**src/rtl/vertex_dedup_indexer_assert.svh**
```systemverilog
// Assertion macros for the vertex deduplication indexer.
`ifndef VERTEX_DEDUP_INDEXER_ASSERT_SVH
`define VERTEX_DEDUP_INDEXER_ASSERT_SVH
`ifndef SYNTHESIS
`define VDI_ASSERT_IMPL(label, clk, rst, ante, cons) \
  label: assert property (@(posedge clk) disable iff (rst) (ante) |-> (cons)) \
    else $error("vertex indexer assertion failed");
`define VDI_ASSERT_NEXT(label, clk, rst, ante, cons) \
  label: assert property (@(posedge clk) disable iff (rst) (ante) |=> (cons)) \
    else $error("vertex indexer assertion failed");
`else
`define VDI_ASSERT_IMPL(label, clk, rst, ante, cons)
`define VDI_ASSERT_NEXT(label, clk, rst, ante, cons)
`endif
`endif

```
**src/rtl/vdi_pkg.sv**
```systemverilog
// Package of types and constants for the vertex deduplication indexer.
`default_nettype none
package vdi_pkg;

  localparam int DEF_TABLE_DEPTH = 1024;
  localparam int INDEX_W = 10;

  typedef struct packed {
    logic [31:0] pos_x;
    logic [31:0] pos_y;
    logic [31:0] pos_z;
    logic [31:0] norm_x;
    logic [31:0] norm_y;
    logic [31:0] norm_z;
  } vdi_vertex_t;

  typedef struct packed {
    logic        first_of_mesh;
    logic [31:0] pos_x;
    logic [31:0] pos_y;
    logic [31:0] pos_z;
    logic [31:0] norm_x;
    logic [31:0] norm_y;
    logic [31:0] norm_z;
  } vdi_in_t;

  typedef struct packed {
    logic [INDEX_W-1:0] vertex_index;
    logic               is_new;
    logic               table_overflow;
  } vdi_out_t;

  typedef enum logic {
    ST_IDLE,
    ST_SCAN
  } vdi_state_t;

endpackage
`default_nettype wire

```
**src/rtl/vdi_cmp.sv**
```systemverilog
// IEEE binary32 equality of all six words of two vertices.
`default_nettype none
module vdi_cmp
  import vdi_pkg::*;
(
  input  wire vdi_vertex_t a,
  input  wire vdi_vertex_t b,
  output logic             hit
);

  localparam logic [31:0] MagMask = 32'h7FFF_FFFF;
  localparam logic [31:0] InfBits = 32'h7F80_0000;

  // NaN never matches; +0 and -0 match each other.
  function automatic logic f32_eq(input logic [31:0] x, input logic [31:0] y);
    logic [31:0] mx;
    logic [31:0] my;
    mx = x & MagMask;
    my = y & MagMask;
    if (mx > InfBits || my > InfBits) begin
      return 1'b0;
    end
    if (mx == '0 && my == '0) begin
      return 1'b1;
    end
    return x == y;
  endfunction

  assign hit = f32_eq(a.pos_x, b.pos_x) && f32_eq(a.pos_y, b.pos_y) &&
               f32_eq(a.pos_z, b.pos_z) && f32_eq(a.norm_x, b.norm_x) &&
               f32_eq(a.norm_y, b.norm_y) && f32_eq(a.norm_z, b.norm_z);

endmodule
`default_nettype wire

```
**config.mk**
```make
export PLATFORM = sky130hd
export DESIGN_NAME = vdi_cmp
export DESIGN_NICKNAME = d
export VERILOG_FILES = /design/src/rtl/vertex_dedup_indexer_assert.svh /design/src/rtl/vdi_pkg.sv /design/src/rtl/vdi_cmp.sv
export SDC_FILE = /design/constraint.sdc
export NUM_CORES = 1
export LEC_CHECK = 0
export BUFFER_PORTS_ARGS = -buffer_cell sky130_fd_sc_hd__buf_2
export CAP_MARGIN = 20
export CORE_AREA = 2 2 151 153
export DETAILED_ROUTE_END_ITERATION = 8
export DIE_AREA = 0 0 153 155
export PLACE_DENSITY_LB_ADDON = 0.2
export SLEW_MARGIN = 0
export SYNTH_ARGS = -nofsm -noshare
export SYNTH_HDL_FRONTEND = slang
export SYNTH_SLANG_ARGS = --single-unit
```
**constraint.sdc**
```tcl
create_clock -name vclk -period 2.2
set_clock_uncertainty 0.2 [all_clocks]
set_input_delay 0.33 -clock vclk [all_inputs]
set_output_delay 0.33 -clock vclk [all_outputs]
set_load 0.005 [all_outputs]
```
==> results list <==
* Final cell utilization of the core: 35.6%
* Net count of the mapped netlist: 828
- Count of unique library cells instantiated by Yosys: 17
* Routed met1 length: 8590 um
- Total of max-cap violations: 0
* Max Slew Vio Count: 0
- The die is 153 um wide.
* Leak Pwr: 3.68 nW
* Ordered cell list for the critical path: buf_2, nor4_4, nand2_1, or4_1, o22ai_2, nand4_1, nor4_4, buf_2
- Cell with the biggest individual delay on the critical path: or4_1
- Summing over every cut layer, the via total after detailed routing is 6,048.
- Endpoint of the worst hold path: hit
- The cell count after synthesis came out at 444.
* XOR/XNOR Fraction of Synth Area: 52.4%
- Final TNS setup: -0.649 ns
* Maximum clock rate: 351 MHz
* Num sequential: 0
* First drt pass iteration count: 4
* Die height: 155 um
* Number of placement rows: 55
* Highest routed layer: met4
- Together, buffers and inverters on the worst path number 2.
* Synth Warn #: 0
- In the detailed route, the total length drawn on met2 is 12,000 um.
- Worst slew pin tran: 0.427 ns
- Fin crit period: 2.85 ns
- Measured against its own limit, the worst slew margin works out to 71.4%.
- Avg Synthesized Cell Area: 7.23 sq um
* Type of the worst min-delay path: primary input to primary output
- Detailed router's first-iteration violation count: 195
- Dividing the detail-routed via count by the number of cells gives 4.31.
* WHS Path Cells: 7
* Placer's final routability congestion estimate: 0.909
* Startpoint types: primary input
* Met3 WL post-DR: 1270 um
* WL per Instance: 15.7 um
- Cells with a size suffix above 1 make up 63.0% of the layout.
- Combinational family with the most area after synthesis: XOR/XNOR gates
* Path type of the worst setup path: primary input to primary output
* Most frequent cells after synthesis: 112 x nor4_1, 96 x xnor2_1, 96 x xor2_1
- After the last flow step, the layout net total stands at 1,505.
- Sequential cells were found to cover 0% of the synthesized design area.
- The number of global-route vias before repair is 6,474.
* Compound-Gate Fraction of Synth Area: 3.27%
- The design draws 1.38 mW.
- Setup violations remaining at the end of the flow were counted as 1.
* Required time of the critical path: 1.67 ns
- After Yosys synthesis, full adders, half adders and majority gates account for 0% of the synthesized area.
- Data arrival time of the critical path: 2.32 ns
- After legalization and detailed placement, the total HPWL measured 20,500 um.
- WL final: 22,100 um
* Maximum number of pins on one net before global-route repair: 4
- Origin of the worst min-delay path: a[157]
- Number of antenna violations at the first check in global routing: 0
* Total grt overflow: 0
- Post-Synth Simple-Gate Area: 44.4%
- Top cells by area in the synthesized netlist: xnor2_1 26%, xor2_1 26%, nor4_1 22%, nand4_1 14%, nor3_1 2.6%
- Among cell families on the critical path, the largest total delay comes from simple AND/OR/NAND/NOR gates.
- Along the worst path, the maximum fanout reaches 2.
* Status: finished with violations
- Yosys instantiated no cell more often than nor4_1.
- Library cell occupying the most area in the post-synthesis netlist: xnor2_1
- Count of clock buffers in the final design: 0
- The initial utilization of the core area, before any placement, comes to 14.4%.
- Final non-filler cell area: 7910 sq um
- Of the post-synthesis cell area, the part taken by muxes is 0%.
- Across the VDD grid, the largest voltage drop is 0.0708 mV.
* Layout-stage area growth over the synthesis result: 146%
- All-Layer GR Usage: 17.3%
- For this run, the slowest stage of the critical path takes 0.55 ns.
* Antenna diode count: 0
- The final hold violation count came to 0.
- Crit share post-route: 129%
* Routed Antenna Nets: 0
- The synthesized design devotes to its leading area cell type 26.2% of total area.
- Wire length of the first global-routing pass: 33,100 um
- 385 I/O pins were placed.
* Number of design rule violations left after detail routing: 0
* DP Area: 7680 sq um
* Power density over the cells: 174 nW/um^2
- CP endpoint kind: primary output
- The layout has 2,450 filler cells.
- Buffers added on ports: 385
- The number of hold buffers added after CTS was 0.
* Synthesized area: 3210 sq um
- In the post-route analysis, the smallest setup slack over all paths is -0.649 ns.
- RSZ-0062 raised after global routing: yes
- Overall die area: 23,700 sq um
* Floorplan Core Area: 22,200 sq um
* Register area: 0 sq um
- Violated checks: negative setup slack
[through the flow]
step | instances | setup WS [ns] | hold slack [ns]
after global routing | 1404 | -0.759 | 1.14
after global placement | 1404 | -1.33 | 1.07
after detailed placement | 1404 | -1.33 | 1.08
final | 1404 | -0.649 | 1.09
after floorplan | 444 | -0.0410 | 0.723
after CTS | 1404 | -0.668 | 1.10
[worst max-delay path by stage]
stage                 from   to  slack, ns  cells after the start
floorplan            b[75]  hit      -0.04                      6
global placement     a[32]  hit      -1.33                      8
detailed placement   a[32]  hit      -1.33                      8
CTS                 a[164]  hit      -0.67                      8
global route         a[11]  hit      -0.76                      8
finish              b[165]  hit      -0.65                      8
[logic make-up after synthesis]
group	count (synthesis)
compound gates	15
xor+xnor	192
simple gates	237
[repair_timing]
action | in CTS | in global routing
endpoints found under the setup margin | 1 | 1
pin swaps | 17 | 3
gates resized for setup | 33 | 7
setup buffers | 0 | 0
[layer usage]
layer / GRT usage [%] / up-vias
met2: 35.8 / 224
met1: 19.2 / 2686
li1: - / 3126
met5: 0 / -
met3: 2.40 / 12
met4: 1.10 / 0
[tightest hold or removal path, delay by kind of cell]
family | cells | cell delay (ns)
compound gates | 1 | 0.08
simple gates | 4 | 0.33
buf+inv | 2 | 0.22
[where the power goes]
group          internal, mW  leakage [nW]  total (mW)  switching (mW)
Combinational         0.800          3.68        1.38           0.576
Sequential                0             0           0               0
Clock                     0             0           0               0
Total                 0.800          3.68        1.38           0.576
[cells in the final DEF (no fill, tap or decap), drive strengths merged]
master,netlist,final
a22o,2,2
a22oi,1,1
and4,1,1
buf,0,675
nand2,13,13
nand4,74,74
nor2,12,12
nor3,17,17
nor4,115,115
o21ai,8,8
o22ai,3,3
o32ai,1,1
or2,1,1
or4,4,4
xnor2,96,96
xor2,96,96
[area by class of cell]
type                            count  area, sq um  share of cell area [%]
Timing Repair Buffer              675         4130                    52.2
Tap cell                          285          357                    4.51
Multi-Input combinational cell    444         3430                    43.3
(Power assumes the default switching activity.)
